**src/design/vln_pkg.sv**
```systemverilog
// shared constants and types for the vector length and normalize block
package vln_pkg;

  localparam int COMP_W     = 16;
  localparam int UNIT_FRAC  = 14;
  localparam int LANES      = 3;
  localparam int LEN_FRAC   = 8;
  localparam int MAG_W      = COMP_W;
  localparam int SQ_W       = 2 * COMP_W;
  localparam int N_W        = SQ_W + 2 * LEN_FRAC;
  localparam int LEN_W      = N_W / 2;
  localparam int REM_W      = LEN_W + 3;
  localparam int SQ_STAGES  = LEN_W;
  localparam int UNIT_W     = UNIT_FRAC + 2;
  localparam int DIV_STAGES = UNIT_FRAC + 1;
  localparam int DIV_PRE    = UNIT_FRAC + LEN_FRAC - DIV_STAGES;

  localparam logic [DIV_STAGES-1:0] QUO_LIMIT = DIV_STAGES'(1) << UNIT_FRAC;

  typedef struct packed {
    logic [SQ_W-1:0]             sq;
    logic [LANES-1:0]            neg;
    logic [LANES-1:0][MAG_W-1:0] mag;
  } side_t;

  typedef struct packed {
    logic                          zero;
    logic [LANES-1:0][UNIT_W-1:0]  unit;
    logic [LEN_W-1:0]              len;
    logic [SQ_W-1:0]               sq;
  } res_t;

endpackage

```
**src/design/vln_out_buf.sv**
```systemverilog
// two-entry output buffer that decouples the pipeline from the result side
module vln_out_buf import vln_pkg::*; (
  input  logic  clk_i,
  input  logic  rst_ni,
  input  logic  push_i,
  input  res_t  data_i,
  output logic  full_o,
  output logic  valid_o,
  input  logic  ready_i,
  output res_t  data_o,
  output logic [1:0] count_o
);

  res_t       mem_q [2];
  logic       wr_q, wr_d, rd_q, rd_d;
  logic [1:0] cnt_q, cnt_d;
  logic       pop;

  assign pop     = valid_o && ready_i;
  assign valid_o = (cnt_q != 2'd0);
  assign full_o  = (cnt_q == 2'd2);
  assign data_o  = mem_q[rd_q];
  assign count_o = cnt_q;

  always_comb begin
    wr_d  = push_i ? ~wr_q : wr_q;
    rd_d  = pop ? ~rd_q : rd_q;
    cnt_d = cnt_q + 2'(push_i) - 2'(pop);
  end

  always_ff @(posedge clk_i or negedge rst_ni) begin
    if (!rst_ni) begin
      wr_q  <= 1'b0;
      rd_q  <= 1'b0;
      cnt_q <= 2'd0;
    end else begin
      wr_q  <= wr_d;
      rd_q  <= rd_d;
      cnt_q <= cnt_d;
    end
  end

  always_ff @(posedge clk_i) begin
    if (push_i) begin
      mem_q[wr_q] <= data_i;
    end
  end

endmodule

```
**config.mk**
```make
export PLATFORM = sky130hd
export DESIGN_NAME = vln_out_buf
export DESIGN_NICKNAME = d
export VERILOG_FILES = /design/src/design/vln_pkg.sv /design/src/design/vln_out_buf.sv
export SDC_FILE = /design/constraint.sdc
export NUM_CORES = 1
export LEC_CHECK = 0
export BUFFER_PORTS_ARGS = -buffer_cell sky130_fd_sc_hd__buf_2
export CAP_MARGIN = 25
export CORE_MARGIN = 8
export CORE_UTILIZATION = 56
export DETAILED_ROUTE_END_ITERATION = 8
export PLACE_DENSITY = 0.85
export SYNTH_ARGS = -nofsm -noshare
export SYNTH_HDL_FRONTEND = slang
export SYNTH_SLANG_ARGS = --single-unit
```
**constraint.sdc**
```tcl
create_clock -name clk_i -period 13.58 [get_ports clk_i]
set_clock_uncertainty 0.1 [all_clocks]
set_input_delay 0.679 -clock clk_i [delete_from_list [all_inputs] [get_ports clk_i]]
set_output_delay 0.679 -clock clk_i [all_outputs]
set_load 0.01 [all_outputs]
```
# After elaboration in Yosys (flattened, before gate mapping)
# Memories as Yosys holds them, arrays and structs flattened.
# Cells that the tools add are included.
[word_totals] regBits=4 ram_bits=210 out_inout_bits=109 wordCells=13 memories=1
[classes] addsub=2 eq_ne=1 muxes=2 bitwise=2 n_reduce_logical=2
[memory_table] memory="mem_q" words=2 word_bits=105 rd=1 rd_ports_with_merged_regs=0 write_ports=1 line_no="vln_out_buf.sv:14" rtl="res_t mem_q [2];"
[op_table] op="$add 2x1->2" count=1
[op_table] op="$eq 2x2->1 const B" count=1
[op_table] op="$mux 1" count=2
[op_table] op="$not 1->1" count=2
[op_table] op="$reduce_bool 2->1" count=1
[op_table] op="$sub 2x1->2" count=1
[op_table] op="$logic_and 1x1->1" count=1

# Longest topological paths before layout
[logic_depth] word_depth=3 depth_mapped=6

# Worst setup path before layout
# OpenSTA, ideal clock, no wires.
[synth_path] path_type="input to register" from="in push_i" to="mem mem_q[0][0] (netlist bit) (enable)" setup_ns=0.582 arrival_time_ns=5.245 required_time_ns=12.898 slack_ns=7.653 cell_stages=1 path_buffers=0 path_cell_list="nor2b_1"
[synth_via] elab_chain_cells=2
[synth_rtl] element="start: declaration" line_no="vln_out_buf.sv:5" rtl="input logic push_i,"
[synth_rtl] element="$mux 1" line_no="vln_out_buf.sv:44" rtl="if (push_i) begin"
[synth_rtl] element="$mux 1 (not written as such)" line_no="vln_out_buf.sv:45" rtl="mem_q[wr_q] <= data_i;"
[synth_rtl] element="end: declaration" line_no="vln_out_buf.sv:14"
# Every way passes these cells.

==> results.py <==
metrics = {
    "cts": {
        "cts.sinks": 214,
        "clockRootBuffer": "clkbuf_16",
        "cts_max_path_buffers": 3,
        "clkTransAtPathRegs_ns": 0.06,
        "cts_tree": "yes",
        "cts-resized-gates": 0,
        "cts_setup_buffers": 0,
        "htree_num_levels": 1,
        "clk_latency_ns": 0.48,
        "cts_buffers": 21,
    },
    "global_route": {
        "gr-usage-met1": 0.1887,
        "grt_pass1_vias": 4463,
        "busiest_layer": "met2",
        "grt_remaining_overflow": 0,
        "grtUsageTotal": 0.1628,
        "use_met3": 0.05386,
        "grt_max_degree": 72,
        "grt_pass1_wl_mm": 23.27,
        "antenna_found_initial": 1,
        "grtUsageMet2": 0.2801,
    },
    "timing": {
        "setup_viol": 0,
        "worst_pin_slew_ns": 0.9885,
        "slew_viol_final": 0,
        "finalHoldViolCount": 0,
        "rsz0062_at_grt": "false",
        "fin_setup_tns_ns": 0,
        "fmax_ghz": 0.2789,
        "fin_crit_ns": 3.585,
        "period_share": 0.2640,
        "slew_headroom": 0.3410,
    },
    "floorplanning": {
        "ios": 218,
        "initial_core_util": 0.5718,
        "core_um2": 13880,
        "fp.dieH_um": 135.0,
        "die_area_um2": 18240,
        "fp-row-count": 43,
        "die_w_um": 135.0,
    },
    "place": {
        "portBuffers": 217,
        "routabilityCongestion": 0.7307,
        "hpwl_mm": 10.68,
    },
    "final_layout": {
        "area.growth.synth_to_final_pct": 24.29,
        "nets": 687,
        "fillerInstances": 857,
        "drive_above_1_share": 0.6068,
        "final_util": 0.7107,
    },
    "synthesis": {
        "synth.largest_area_cell": "edfxtp_1",
        "ys_ff_latch": 214,
        "synthCells": 344,
        "synthesis.area_um2": 7936,
        "ys_types": 14,
        "seq_area_frac_synth": 0.8072,
        "synth_top_cells_by_area": "edfxtp_1 79%, mux2_2 9.2%, mux2_4 7.6%, dfrtp_1 1.3%, buf_6 0.85%",
        "avgSynthCellArea_um2": 23.07,
        "synth.net_count": 455,
        "synth_top_cell_area_share": 0.7946,
        "ys_warn_count": 0,
    },
    "critical_path": {
        "rr_worst_depth": 2,
        "cp.required_ns": 12.80,
        "crit_fanout": 58,
        "r2r-start": "wr_q",
        "r2r_slack_ns": 10.94,
        "crit_type": "register to output pin",
        "critPathLaunchType": "register",
        "end_kind": "output pin",
        "endpoint": "data_o[48]",
        "startpoint": "rd_q",
        "r2r-end": "mem_q[0][96]",
        "crit_arrival_ns": 2.81,
    },
    "power_and_ir_drop": {
        "irDropWorstVdd_mv": 0.1620,
        "p_total_mw": 2.083,
        "power_leakage_nw": 3.854,
        "powerDensity_nw_per_um2": 211.2,
    },
    "min_path": {
        "hp-class": "input port to register",
    },
    "route": {
        "drt-initial-drc-count": 226,
        "vias": 4040,
        "viasPerCell": 5.240,
        "postRouteWirelength_mm": 15.51,
        "firstDrtPassIters": 4,
        "ant_nets": 0,
        "drcViolationCount": 0,
        "wl_per_cell_um": 20.12,
    },
    "job": {
        "drv_cap": 0,
    },
    "outcome": {
        "status": "complete, no violations",
    },
}
[flip-flops by register name (all words and copies together) (netlist names)]
signal   flops
count_o      2
mem_q      210
rd_q         1
wr_q         1
[per-layer routing]
metal	wire length (um)	vias up
li1	-	1830
met4	369	0
met1	5948	1987
met2	7636	192
met3	1556	31
met5	0	-
[cells in the mapped netlist (all sizes together)]
| library cell | instances |
|---|---|
| xor2 | 2 |
| edfxtp | 210 |
| mux2 | 105 |
| ha | 2 |
| and2 | 1 |
| inv | 2 |
| buf | 12 |
| dfrtp | 4 |
| xnor2 | 2 |
| nor2b | 2 |
| o21a | 1 |
| or2 | 1 |
[cell families (layout without fill, tap and decap cells)]
kind of cell	count (synthesis)	in the layout	share of synthesized area
buf+inv	14	260	0.01324
xor+xnor	4	4	0.004415
simple gates	4	4	0.003154
flops	214	214	0.8072
mux	105	105	0.1679
fa+ha+maj	2	2	0.003153
other cells	0	1	0
compound gates	1	1	0.0009463
[placed cells by master, fill, tap and decap left out, types with 3 or more instances in the layout]
cell       instances
buf_2            217
edfxtp_1         210
mux2_2            65
mux2_4            40
clkbuf_16         21
clkbuf_1           4
clkinv_1           4
clkinv_2           3
dfrtp_1            3
buf_4              3
[timing repair]
action	in CTS	in global routing
endpoints found under the hold margin	4	0
setup endpoints to repair	0	0
hold buffers	1	0
[layout make-up]
cell class	count	area, um2	area share
Tap cell	180	225.2	0.02283
Antenna cell	1	2.502	0.0002537
Clock inverter	10	97.59	0.009893
Inverter	2	7.507	0.0007610
Clock buffer	27	568.0	0.05759
Multi-Input combinational cell	116	1435	0.1455
Timing Repair Buffer	221	1119	0.1134
Sequential cell	214	6410	0.6498
[per-stage QoR]
step	instances	instance area, um2	setup WS [ns]	hold WS (ns)
floorplan	344	7936	7.653	0.2834
global placement	732	9186	10.54	0.3903
detailed placement	732	9186	10.49	0.3952
CTS	770	9862	9.955	0.2586
global route	771	9864	9.860	0.2520
finish	771	9864	9.995	0.2825
[report_power, final]
group / total [mW] / switching, mW / internal [mW]
Clock: 0.556 / 0.224 / 0.332
Sequential: 0.942 / 0.0627 / 0.879
Combinational: 0.586 / 0.295 / 0.291
[worst min-delay path by stage]
stage	from	to	slack, ns	depth (start not counted)
2_1_floorplan	rst_ni	count_o[0]	0.28	0
3_3_place_gp	rst_ni	count_o[0]	0.39	1
3_5_place_dp	rst_ni	count_o[0]	0.40	1
4_1_cts	data_i[94]	mem_q[0][94]	0.26	1
5_1_grt	data_i[93]	mem_q[1][93]	0.25	1
6_report	data_i[28]	mem_q[1][28]	0.28	1
[worst max-delay path, stage by stage (launching register included)]
cell,delay (ns)
dfrtp_4,0.84
buf_4,0.82
mux2_2,0.43
buf_2,0.14
Power figures use the tool's default switching activity.
