--- config.mk ---
export PLATFORM = sky130hd
export DESIGN_NAME = vln_div_lane
export DESIGN_NICKNAME = d
export VERILOG_FILES = /design/src/design/vln_pkg.sv /design/src/design/vln_div_lane.sv
export SDC_FILE = /design/constraint.sdc
export NUM_CORES = 1
export LEC_CHECK = 0
export ABC_CLOCK_PERIOD_IN_PS = 4350
export BUFFER_PORTS_ARGS = -buffer_cell sky130_fd_sc_hd__buf_2
export CAP_MARGIN = 20
export CORE_MARGIN = 1
export CORE_UTILIZATION = 58
export CTS_BUF_LIST = sky130_fd_sc_hd__clkbuf_8
export CTS_CLUSTER_SIZE = 14
export DETAILED_ROUTE_END_ITERATION = 10
export PLACE_DENSITY = 0.79
export SLEW_MARGIN = 20
export SYNTH_ARGS = -nofsm -noshare
export SYNTH_HDL_FRONTEND = slang
export SYNTH_SLANG_ARGS = --single-unit
--- constraint.sdc ---
create_clock -name clk_i -period 4.35 [get_ports clk_i]
set_input_delay 0.435 -clock clk_i [delete_from_list [all_inputs] [get_ports clk_i]]
set_output_delay 0.435 -clock clk_i [all_outputs]
set_load 0.005 [all_outputs]
--- src/design/vln_pkg.sv ---
// shared constants and types for the vector length and normalize block
package vln_pkg;

  localparam int COMP_W     = 16;
  localparam int UNIT_FRAC  = 14;
  localparam int LANES      = 3;
  localparam int LEN_FRAC   = 8;
  localparam int MAG_W      = COMP_W;
  localparam int SQ_W       = 2 * COMP_W;
  localparam int N_W        = SQ_W + 2 * LEN_FRAC;
  localparam int LEN_W      = N_W / 2;
  localparam int REM_W      = LEN_W + 3;
  localparam int SQ_STAGES  = LEN_W;
  localparam int UNIT_W     = UNIT_FRAC + 2;
  localparam int DIV_STAGES = UNIT_FRAC + 1;
  localparam int DIV_PRE    = UNIT_FRAC + LEN_FRAC - DIV_STAGES;

  localparam logic [DIV_STAGES-1:0] QUO_LIMIT = DIV_STAGES'(1) << UNIT_FRAC;

  typedef struct packed {
    logic [SQ_W-1:0]             sq;
    logic [LANES-1:0]            neg;
    logic [LANES-1:0][MAG_W-1:0] mag;
  } side_t;

  typedef struct packed {
    logic                          zero;
    logic [LANES-1:0][UNIT_W-1:0]  unit;
    logic [LEN_W-1:0]              len;
    logic [SQ_W-1:0]               sq;
  } res_t;

endpackage

--- src/design/vln_div_lane.sv ---
// pipelined restoring divider for one component, one quotient bit per stage
module vln_div_lane import vln_pkg::*; (
  input  logic                  clk_i,
  input  logic                  rst_ni,
  input  logic                  en_i,
  input  logic                  valid_i,
  input  logic [MAG_W-1:0]      mag_i,
  input  logic [LEN_W-1:0]      len_i,
  output logic                  valid_o,
  output logic [DIV_STAGES-1:0] quo_o
);

  logic [DIV_STAGES-1:0] v_q;
  logic [LEN_W-1:0]      r_q   [DIV_STAGES];
  logic [LEN_W-1:0]      len_q [DIV_STAGES];
  logic [DIV_STAGES-1:0] quo_q [DIV_STAGES];

  for (genvar k = 0; k < DIV_STAGES; k++) begin : g_stage
    logic                  v_in;
    logic [LEN_W-1:0]      r_in, d_in;
    logic [DIV_STAGES-1:0] q_in;
    logic [LEN_W:0]        r_t;

    if (k == 0) begin : g_first
      // high dividend bits are below the divisor, so they start as remainder
      assign v_in = valid_i;
      assign r_in = LEN_W'(mag_i) << DIV_PRE;
      assign d_in = len_i;
      assign q_in = '0;
    end else begin : g_next
      assign v_in = v_q[k-1];
      assign r_in = r_q[k-1];
      assign d_in = len_q[k-1];
      assign q_in = quo_q[k-1];
    end

    assign r_t = {r_in, 1'b0};

    always_ff @(posedge clk_i or negedge rst_ni) begin
      if (!rst_ni) begin
        v_q[k] <= 1'b0;
      end else if (en_i) begin
        v_q[k] <= v_in;
      end
    end

    always_ff @(posedge clk_i) begin
      if (en_i) begin
        if (r_t >= {1'b0, d_in}) begin
          r_q[k]   <= LEN_W'(r_t - {1'b0, d_in});
          quo_q[k] <= {q_in[DIV_STAGES-2:0], 1'b1};
        end else begin
          r_q[k]   <= LEN_W'(r_t);
          quo_q[k] <= {q_in[DIV_STAGES-2:0], 1'b0};
        end
        len_q[k] <= d_in;
      end
    end
  end

  assign valid_o = v_q[DIV_STAGES-1];
  assign quo_o   = quo_q[DIV_STAGES-1];

endmodule

* Word-level counts from Yosys, hierarchy flattened *
Memory sizes are Yosys's and may differ from the RTL's.
Index checks and enable logic that the tools add are counted.

word-level totals
  flip-flop bits (word level) = 15
  bits in latches = 0
  bits in writable memories = 945
  ROM bits = 0
  input port bits = 44
  output and inout port bits = 16
  logic and storage cells = 200
  memories = 3

cells by class
  add/subtract/negate cells = 15
  multiply operators = 0
  divide/modulo/power cells = 0
  $lt $le $gt $ge = 15
  equal/unequal tests = 0
  shift operators = 0
  mux-type cells = 122
  bitwise operators = 30
  reduce and logical (&&, ||, !) cells = 0

memory list
  name   depth  width  rd ports  clocked after Yosys merged registers in  wr ports  RTL line            text
  len_q  15     24     14        0                                        15        vln_div_lane.sv:15  logic [LEN_W-1:0] len_q [DIV_STAGES];
  r_q    15     24     14        0                                        15        vln_div_lane.sv:14  logic [LEN_W-1:0] r_q [DIV_STAGES];
  quo_q  15     15     15        0                                        15        vln_div_lane.sv:16  logic [DIV_STAGES-1:0] quo_q [DIV_STAGES];

operator list
  kind            count
  $mux 24         15
  $sub 24x24->24  15
  $ge 25x24->1    14
  $mux 15         15
  $mux 1          92
  $or 1x1->1      30
  $ge 24x24->1    1

* Longest topological paths before layout *
An unclocked memory read counts as a cell.

  depth in word-level cells = 6
  gate-level depth with buffers = 14
  gate-level depth less buffers = 11

* Least setup slack after synthesis *
OpenSTA, ideal clock, no wires.

  path type = reg2reg
  from = memory len_q[0][145] (netlist name)
  to = memory r_q[0][184] (netlist name), data pin
  setup time = 0.262 ns
  arrival time = 3.056 ns
  required time = 4.088 ns
  setup slack = 1.031 ns
  stages on the path, launching flop included = 13
  path buffers = 1
  period minus slack after synthesis = 3.319 ns
  cells stage by stage = edfxtp_1 inv_1 ha_1 nor2b_1 o31a_1 o21ai_1 nand2b_1 a31oi_4 o211ai_1 a211o_1 a2111oi_4 buf_6 mux2_1

RTL lines
  what                RTL line
  start: declaration  vln_div_lane.sv:15
  end: declaration    vln_div_lane.sv:14

==> results.json <==
{
  "post_cts_buffers": 0,
  "required_ns": 4.86,
  "viasPerCell": 5.75,
  "reg2reg_depth": 9,
  "drtIter0Drc": 1735,
  "dpl.hpwl_mm": 65.7,
  "synth_top_area_cell": "edfxtp_1",
  "critPathMaxStageDelay_ns": 0.80,
  "yosysWarnings": 0,
  "pwr-share-comb": 0.445,
  "setup_viol": 0,
  "switching_share": 0.359,
  "total_power_mw": 33.0,
  "holdCritPathClass": "in -> async",
  "highest_layer": "met4",
  "fp.coreArea_sq_mm": 0.0780,
  "overflow": 0,
  "grt_pass1_vias": 32207,
  "die_w_um": 284,
  "post-route-period-util": 0.926,
  "critPathSlowestCell": "o311ai_0",
  "first_pass_iters": 6,
  "io_buffers": 59,
  "reg2reg_setup_slack_ns": 0.32,
  "clkPwrFrac": 0.185,
  "ios": 60,
  "async_flop_share": 0.0186,
  "crit_path_start": "r_q[1][115]",
  "startpoint_type": "flop",
  "cts_tree": "yes",
  "place.gp.congestion": 0.935,
  "num_vias": 30858,
  "yosys.area.top_type_share": 0.515,
  "synth_fp_nets": 4459,
  "dr_wl_met3_mm": 2.98,
  "finClkSkew_ns": 0.0313,
  "clock_latency_ns": 0.79,
  "setup_tns_ns": 0,
  "m1WireLength_mm": 31.3,
  "ys_top_cells_by_area": "edfxtp_1, ha_1, inv_1",
  "drcViolationCount": 0,
  "min_period_ns": 4.03,
  "synthToLayoutAreaGrowth_pct": 9.42,
  "wl_per_cell_um": 16.6,
  "status": "complete, no violations",
  "nNetsFinal": 4647,
  "numClockSinks": 807,
  "setup_ws_ns": 0.321,
  "wirelength_mm": 89.3,
  "syn_area_per_cell_sq_um": 11.4,
  "die_area_sq_mm": 0.0805,
  "cts_buffer_depth": 3,
  "ys_seq_area_frac": 0.525,
  "grt_max_degree": 166,
  "wl_met2_mm": 49.1,
  "worst-setup-path-type": "reg -> reg",
  "crit_chain": "ha_1 > nand3_1 > or4_1 > o311ai_0 > a21oi_1 > o31ai_1 > a21oi_2 > buf_4 > mux2_2",
  "synth.most_common_cell": "edfxtp_1",
  "track_usage": 0.223,
  "rsz0062_at_grt": "no",
  "hold_violations": 0,
  "p_int_mw": 21.2,
  "synth_ff_type": "edfxtp_1",
  "seqPwrFrac": 0.369,
  "r2r_start": "r_q[1][115]",
  "ys_types": 88,
  "cts_resized": 0,
  "synth-edff-count": 790,
  "synth_common_cells": "edfxtp_1, inv_1, ha_1",
  "slew_headroom": 0.315,
  "rows": 102,
  "holdBufCountCts": 42,
  "hold_ws_ns": 0.0838,
  "initial_core_util": 0.590,
  "ys_ff_latch": 807,
  "switchingPower_mw": 11.9,
  "drive_gt1_frac": 0.105,
  "vdd_drop_max_mv": 0.291,
  "cts_inserted_buffers": 140,
  "r2r_end": "r_q[1][124]",
  "syn_area_sq_mm": 0.0460,
  "critPathArrivalTime_ns": 4.54,
  "dp.cells": 5094,
  "tightest_slew_ns": 1.03,
  "critPathCapture": "r_q[1][124]",
  "fill_cells": 5786,
  "synth_cells": 4050,
  "dp_slack_ns": 0.330,
  "antenna_found_initial": 2,
  "ant_nets": 0,
  "die_h_um": 284,
  "worst-path-max-fanout": 24,
  "finalMaxSlewViolations": 0,
  "grt_pass1_wl_mm": 147,
  "cap_violations": 0,
  "worstSetupEndpointType": "flop",
  "final_cells": 5370,
  "cellPowerDensity_mw_per_mm2": 656,
  "htreeDepth": 4,
  "clkTransAtPathRegs_ns": 0.06,
  "clockRootBuffer": "clkbuf_8",
  "leakagePower_nw": 20.9,
  "max_freq_mhz": 248
}
through the flow:
| stage | utilization | cell area [sq um] |
|---|---|---|
| floorplan | - | 46000 |
| global placement | 0.609 | 47500 |
| detailed placement | 0.609 | 47500 |
| CTS | 0.646 | 50400 |
| global route | 0.646 | 50400 |
| finish | 0.646 | 50400 |
metal layers:
layer	GRT usage	vias to the layer above
met5	0	-
met2	0.439	791
met3	0.0338	336
met4	0.157	0
met1	0.205	14563
li1	-	15168
how the worst min path moves through the flow:
| stage | cells after the start | slack, ns | end | startpoint |
|---|---|---|---|---|
| global route | 1 | 0.07 | len_q[0][46] | en_i |
| finish | 2 | 0.08 | g_stage[11].v_in | rst_ni |
| floorplan | 0 | 0.14 | g_stage[10].v_in | rst_ni |
| detailed placement | 1 | 0.36 | g_stage[12].v_in | rst_ni |
| CTS | 2 | 0.02 | g_stage[11].v_in | rst_ni |
| global placement | 1 | 0.35 | g_stage[1].v_in | rst_ni |
sequential cells by signal, indices dropped and copies added (netlist names):
signal and flops:
r_q 336, g_stage.v_in 14, valid_o 1, len_q 336, quo_q 120
area by class of cell:
| class | instances | area, sq um | share of cell area |
|---|---|---|---|
| clock buffers | 144 | 1980 | 0.0394 |
| clock inverters | 89 | 425 | 0.00845 |
| well taps | 1040 | 1300 | 0.0258 |
| multi-input cells | 2703 | 19800 | 0.393 |
| diodes | 1 | 2.50 | 0.0000497 |
| flip-flops and latches | 807 | 24100 | 0.479 |
| inverters | 445 | 1670 | 0.0332 |
| repair buffers | 141 | 1040 | 0.0206 |
cell usage in the layout, fill, tap and decap left out, types with 58 or more instances in the layout:
master,Yosys,layout
buf_2,19,58
edfxtp_1,790,790
nand3_1,66,66
nor2_1,245,245
o21ai_0,234,233
a21oi_1,308,308
xnor2_1,177,177
mux2_2,141,141
xor2_1,89,89
clkbuf_8,0,144
ha_1,352,352
inv_1,444,488
a21o_1,123,123
nand2_1,234,234
worst max-delay path, delay by kind of cell (launching register included):
kind | cells | cell delay (ns)
AO/OA/AOI/OAI | 4 | 1.53
AND/OR/NAND/NOR | 2 | 0.85
adder cells (fa/ha/maj) | 1 | 0.42
flip-flops | 1 | 0.41
multiplexers | 1 | 0.30
buffers and inverters | 1 | 0.24
power groups by stage:
stage | Clock (mW) | Combinational [mW] | Sequential, mW
after floorplan | 0 | 11.7 | 12.0
after CTS | 6.29 | 14.6 | 12.2
after global placement | 0 | 14.1 | 12.3
after global routing | 6.62 | 16.3 | 12.4
final | 6.13 | 14.7 | 12.2
after detailed placement | 0 | 14.5 | 12.3
cells by family (layout without fill, tap and decap cells):
group / count (synthesis) / after routing / synth area share
buf+inv: 540 / 819 / 0.0456
simple gates: 871 / 871 / 0.0908
xor+xnor: 266 / 266 / 0.0506
flops: 807 / 807 / 0.525
other cells: 0 / 1 / 0
fa+ha+maj: 365 / 365 / 0.101
mux: 205 / 205 / 0.0506
compound gates: 996 / 996 / 0.136
Note: power is estimated with default switching activity, not from simulation.
