<file path="src/design/vln_pkg.sv">
// shared constants and types for the vector length and normalize block
package vln_pkg;

  localparam int COMP_W     = 16;
  localparam int UNIT_FRAC  = 14;
  localparam int LANES      = 3;
  localparam int LEN_FRAC   = 8;
  localparam int MAG_W      = COMP_W;
  localparam int SQ_W       = 2 * COMP_W;
  localparam int N_W        = SQ_W + 2 * LEN_FRAC;
  localparam int LEN_W      = N_W / 2;
  localparam int REM_W      = LEN_W + 3;
  localparam int SQ_STAGES  = LEN_W;
  localparam int UNIT_W     = UNIT_FRAC + 2;
  localparam int DIV_STAGES = UNIT_FRAC + 1;
  localparam int DIV_PRE    = UNIT_FRAC + LEN_FRAC - DIV_STAGES;

  localparam logic [DIV_STAGES-1:0] QUO_LIMIT = DIV_STAGES'(1) << UNIT_FRAC;

  typedef struct packed {
    logic [SQ_W-1:0]             sq;
    logic [LANES-1:0]            neg;
    logic [LANES-1:0][MAG_W-1:0] mag;
  } side_t;

  typedef struct packed {
    logic                          zero;
    logic [LANES-1:0][UNIT_W-1:0]  unit;
    logic [LEN_W-1:0]              len;
    logic [SQ_W-1:0]               sq;
  } res_t;

endpackage

</file>
<file path="src/design/vln_sqrt.sv">
// pipelined digit-by-digit square root, one root bit per stage
module vln_sqrt import vln_pkg::*; (
  input  logic             clk_i,
  input  logic             rst_ni,
  input  logic             en_i,
  input  logic             valid_i,
  input  side_t            side_i,
  output logic             valid_o,
  output logic [LEN_W-1:0] root_o,
  output side_t            side_o
);

  logic [SQ_STAGES-1:0] v_q;
  logic [REM_W-1:0]     rem_q  [SQ_STAGES];
  logic [LEN_W-1:0]     root_q [SQ_STAGES];
  logic [N_W-1:0]       n_q    [SQ_STAGES];
  side_t                side_q [SQ_STAGES];

  for (genvar k = 0; k < SQ_STAGES; k++) begin : g_stage
    logic             v_in;
    logic [REM_W-1:0] rem_in, rem_t, trial;
    logic [LEN_W-1:0] root_in;
    logic [N_W-1:0]   n_in;
    side_t            side_in;

    if (k == 0) begin : g_first
      assign v_in    = valid_i;
      assign rem_in  = '0;
      assign root_in = '0;
      assign n_in    = {side_i.sq, {(2 * LEN_FRAC){1'b0}}};
      assign side_in = side_i;
    end else begin : g_next
      assign v_in    = v_q[k-1];
      assign rem_in  = rem_q[k-1];
      assign root_in = root_q[k-1];
      assign n_in    = n_q[k-1];
      assign side_in = side_q[k-1];
    end

    // bring down the next two bits and try root*4+1
    assign rem_t = {rem_in[REM_W-3:0], n_in[N_W-1 -: 2]};
    assign trial = REM_W'({root_in, 2'b01});

    always_ff @(posedge clk_i or negedge rst_ni) begin
      if (!rst_ni) begin
        v_q[k] <= 1'b0;
      end else if (en_i) begin
        v_q[k] <= v_in;
      end
    end

    always_ff @(posedge clk_i) begin
      if (en_i) begin
        if (rem_t >= trial) begin
          rem_q[k]  <= rem_t - trial;
          root_q[k] <= {root_in[LEN_W-2:0], 1'b1};
        end else begin
          rem_q[k]  <= rem_t;
          root_q[k] <= {root_in[LEN_W-2:0], 1'b0};
        end
        n_q[k]    <= {n_in[N_W-3:0], 2'b00};
        side_q[k] <= side_in;
      end
    end
  end

  assign valid_o = v_q[SQ_STAGES-1];
  assign root_o  = root_q[SQ_STAGES-1];
  assign side_o  = side_q[SQ_STAGES-1];

endmodule

</file>
<file path="config.mk">
export PLATFORM = sky130hd
export DESIGN_NAME = vln_sqrt
export DESIGN_NICKNAME = d
export VERILOG_FILES = /design/src/design/vln_pkg.sv /design/src/design/vln_sqrt.sv
export SDC_FILE = /design/constraint.sdc
export NUM_CORES = 2
export LEC_CHECK = 0
export BUFFER_PORTS_ARGS = -buffer_cell sky130_fd_sc_hd__buf_2
export CORE_MARGIN = 2
export CORE_UTILIZATION = 50
export DETAILED_ROUTE_END_ITERATION = 16
export PLACE_DENSITY = 0.64
export REMOVE_ABC_BUFFERS = 1
export SETUP_SLACK_MARGIN = 0.1
export SLEW_MARGIN = 40
export SYNTH_ARGS = -nofsm -noshare
export SYNTH_HDL_FRONTEND = slang
export SYNTH_MEMORY_MAX_BITS = 65536
export SYNTH_SLANG_ARGS = --single-unit
export TNS_END_PERCENT = 30
</file>
<file path="constraint.sdc">
create_clock -name clk_i -period 5.2 [get_ports clk_i]
set_input_delay 0 -clock clk_i [delete_from_list [all_inputs] [get_ports clk_i]]
set_output_delay 0 -clock clk_i [all_outputs]
set_load 0.02 [all_outputs]
</file>
After elaboration in Yosys (flattened, before gate mapping)
Memory sizes are Yosys's and may differ from the RTL's.
Cells that the tools add are included.
Operators by class
  add/subtract/negate cells: 24
  multiply operators: 0
  div/mod/pow operators: 0
  magnitude comparators: 24
  equal/unequal tests: 0
  shifts and indexed selects: 0
  muxes and demuxes: 194
  bitwise logic cells: 48
  reduce and logical (&&, ||, !) cells: 0
Operator list (number)
  $mux 27: 24
  $ge 27x26->1: 23
  $sub 27x26->27: 23
  $mux 24: 24
  $mux 1: 146
  $or 1x1->1: 48
  $sub 2x1->3 const B: 1
  $ge 2x1->1 const B: 1
Word-level totals
  bits in registers: 24
  bits in latches: 0
  RAM bits: 4320
  bits in read-only memories: 0
  bits of input ports: 87
  output and inout bits: 108
  memories: 4
Memory list
  side_q: words 24, bits a word 83, read ports 24, clocked after memory_dff 0, write ports 24, line vln_sqrt.sv:17  | side_t side_q [SQ_STAGES];
  n_q: words 24, bits a word 46, read ports 23, clocked after memory_dff 0, write ports 24, line vln_sqrt.sv:16  | logic [N_W-1:0] n_q [SQ_STAGES];
  rem_q: words 24, bits a word 27, read ports 23, clocked after memory_dff 0, write ports 24, line vln_sqrt.sv:14  | logic [REM_W-1:0] rem_q [SQ_STAGES];
  root_q: words 24, bits a word 24, read ports 24, clocked after memory_dff 0, write ports 24, line vln_sqrt.sv:15  | logic [LEN_W-1:0] root_q [SQ_STAGES];

Longest topological paths before layout
An unclocked memory read counts as a cell.
  depth after elaboration: 6
  depth in mapped cells: 13

Least setup slack after synthesis
No wires, ideal clock.
  path type: register to register
  start: mem rem_q[2][34] in the netlist's numbering
  end: mem rem_q[2][78] in the netlist's numbering (data pin)
  setup time: 0.262 ns
  arrival: 2.752 ns
  data required time: 4.938 ns
  setup slack: 2.186 ns
  stages on the path, launching flop included: 9
  path buffers: 0
  period minus slack after synthesis: 3.014 ns
  cell sequence: edfxtp_1 -> ha_1 -> or4_1 -> o21a_1 -> a221o_1 -> o41ai_4 -> o21ai_2 -> a2111oi_2 -> mux2_1
RTL lines (line)
  start: declaration: vln_sqrt.sv:14

==> metrics.md <==
| Metric | Value |
|---|---|
| Outcome | `completed` |
| Clock root cell | `clkbuf_16` |
| Commonest cells post-synth | `edfxtp_1 (2827), inv_1 (404), nand2_1 (347)` |
| CP startpoint kind | `flop` |
| Maximum VDD drop | `0.000337 V` |
| Top cell type's share of synthesized area | `about four fifths` |
| Top Layer Used | `met4` |
| Vias in the first global route | `52.3k` |
| Slew headroom | `36.4%` |
| Final max-slew violation count | `0` |
| Placed insts | `9381` |
| Lkg Pwr | `0.0453 uW` |
| Drt total wl | `175000 um` |
| Reg power frac | `52.1%` |
| Net Switching | `12800 uW` |
| Reg2Reg Setup Slack | `1.48 ns` |
| Flops & latches, synth | `2852` |
| Remaining antenna violation count | `0` |
| CP cell instances | `inv_1 > ha_1 > inv_1 > fa_1 > nor2b_1 > o31ai_1 > a221oi_1 > o41ai_1 > o21ai_0 > a31oi_1 > nor4b_1 > nor3_1` |
| FFs w/ async S/R, synth | `less than 1%` |
| Arrival time at the worst endpoint | `4.33 ns` |
| Initial antenna violation count | `10` |
| Crit path max fanout | `7` |
| Max_cap viols | `0` |
| Largest area contributor in the netlist | `edfxtp_1` |
| Hold Worst Slack | `~0.11 ns` |
| Vias/cell | `5.21` |
| First-pass GRT wire length | `roughly 280000 um` |
| Internal power | `42500 uW` |
| CTS Buffer Depth | `4` |
| Worst-skew pair later-pin latency | `a little over 0.9 ns` |
| Pwr dens | `444 mW/mm^2` |
| Ys flop type | `edfxtp_1` |
| Non-Filler Instances | `10.1k` |
| Cells after Synth | `6417` |
| Num CTS Buffers | `between 300 and 400` |
| Port buffer count | `194` |
| Syn. warnings | `0` |
| Routed wl met3 | `8660 um` |
| Via Count | `52.6k` |
| Final setup vio count | `0` |
| Layout Utilization | `57.9%` |
| Clock slew at reported path FFs | `around 0.06 ns` |
| Part of the power in the clock network | `37.2%` |
| Global Route Usage Sum | `15.8%` |
| Area Overhead vs Synth | `14.8%` |
| Largest stage delay, worst path | `approximately 0.54 ns` |
| HP Class | `in2reg` |
| Core area | `~0.22 mm^2` |
| Unique cell type count in the Yosys netlist | `98` |
| # clock sinks | `2852` |
| Largest cells by area after synthesis | `edfxtp_1 (78%), ha_1 (3.6%), xor2_1 (1.8%)` |
| Most used cell, CP | `inv_1` |
| Drt pass-1 iters | `6` |
| Post-synth EDFFs | `2827` |
| Period minus WS final | `3.72 ns` |
| WP data required | `5.81 ns` |
| DR WL/cell | `17.3 um` |
| Logic pwr share | `about 11%` |
| CTS tree | `done` |
| Largest net degree at the start of global routing | `178` |
| WS Path Type | `reg2reg` |
| Met1 Wirelength | `81000 um` |
| Residual DRC | `0` |
| Top-count cell post-synth | `edfxtp_1` |
| Initial Util | `between 50% and 60%` |
| Synthesized area | `0.109 mm^2` |
| Sw Ratio | `23.1%` |
| Postcts setup bufs | `0` |
| Worst Tran Pin Value | `0.944 ns` |
| Die ar. | `roughly 0.22 mm^2` |
| Fin crit share | `between 70% and 80%` |
| Unrepaired setup endpoints after global routing | `false` |
| Syn Area/Cell | `16.9 um^2` |
| Placer Congestion | `0.864` |
| CP max-delay cell | `a31oi_1` |
| Die Ht | `between 400 and 500 um` |
| Drt initial violations | `4063` |
| Final setup TNS | `0 ns` |
| Gr ovfl total | `0` |
| Layout cells sized above 1 | `approximately 11%` |
| Io pins | `195` |
| Post-synthesis sequential area ratio | `78.8%` |
| Pwr Total | `55300 uW` |
| Row cnt | `170` |
| Fmax | `~0.27 GHz` |
| Die X | `about 470 um` |
| Met2 WL post-DR | `81100 um` |
| Skew final | `0.0605 ns` |
| HPWL after detailed placement | `112000 um` |
| Final hold violations | `0` |
| Post_cts resized | `0` |
| H-tree Lvls | `5` |
| Hold-fix buffers, CTS | `171` |
| Layout net count | `7436` |
| Critical Path End Type | `flop` |
## cells by family after synthesis
kind of cell,Yosys count,synth area share (%)
flip-flops,2852,78.8
AND/OR/NAND/NOR,1297,6.06
AO/OA/AOI/OAI,938,5.47
buffers and inverters,529,1.86
XOR/XNOR,397,3.20
adder cells (fa/ha/maj),318,3.72
multiplexers,86,0.878
## flip-flops by register name, indices dropped and copies added, names as in the netlist
name,count
side_q,1992
rem_q,536
root_q,300
g_stage.v_in,23
valid_o,1
## layout by cell type (no fill, tap or decap), drive strengths merged, types with 18 or more instances in the layout
cell type       n
a211oi         35
a21o          105
a21oi         246
a31oi          27
and2           26
and3           22
buf           253
bufinv         23
clkbuf        377
clkinv        122
dfrtp          24
dlygate4sd3   171
edfxtp       2827
ha            311
inv           409
mux2           73
nand2         347
nand2b         49
nand3          78
nand4          36
nor2          287
nor2b          38
nor3          154
nor4           66
nor4b          20
o211ai         18
o21a           62
o21ai         267
o21bai         23
o31ai          29
or3            53
or4            42
xnor2         176
xor2          221
## routing by layer
metal  GRT usage, %  up-vias
met2           24.8     1091
met1           22.4    25600
met4           4.80        0
met3           3.16      300
met5              0        -
li1               -    25600
## power by group through the flow
stage	clock (uW)	combinational, uW	sequential [uW]
4_1_cts	21200	5940	28800
5_1_grt	22200	6710	29000
6_report	20600	5950	28800
3_3_place_gp	0	5680	29300
3_5_place_dp	0	5800	29300
2_1_floorplan	0	4120	28900
## metrics by stage
| stage | worst slack (ns) | instance area, um^2 |
|---|---|---|
| after floorplan | 1.15 | 108000 |
| after global placement | 1.50 | 113000 |
| after detailed placement | 1.53 | 113000 |
| after CTS | 1.46 | 124000 |
| after global routing | 0.970 | 125000 |
| final | 1.48 | 125000 |
## final cells by class
cell class,instances,area (um^2)
Fill cell,16300,90700
Sequential cell,2852,85500
Multi-Input combinational cell,3036,21000
Clock buffer,377,8160
Tap cell,2838,3550
Timing Repair Buffer,424,3440
Inverter,406,1520
Clock inverter,155,1370
Antenna cell,3,7.51
## worst max-delay path, delay by kind of cell, from the launching register on
family,cells,cell delay (ns)
AOI/OAI and AO/OA,5,1.94
and+or+nand+nor,3,0.46
DFF,1,0.44
buffers and inverters,2,0.16
adders and majority gates,2,0.42
## worst paths after layout
kind,start,end,depth (start not counted)
hold reg to reg,side_q[2][134]$_DFFE_PP_,side_q[2][217]$_DFFE_PP_,0
setup / recovery,root_q[2][48]$_DFFE_PP_,rem_q[2][101]$_DFFE_PP_,12
max in group asynchronous,rst_ni,g_stage[6].v_in$_DFFE_PN0P_,4
hold / removal,en_i,side_q[0][14]$_DFFE_PP_,2
min in group asynchronous,rst_ni,valid_o$_DFFE_PN0P_,4
setup reg to reg,root_q[2][48]$_DFFE_PP_,rem_q[2][101]$_DFFE_PP_,12
Power figures use the tool's default switching activity.
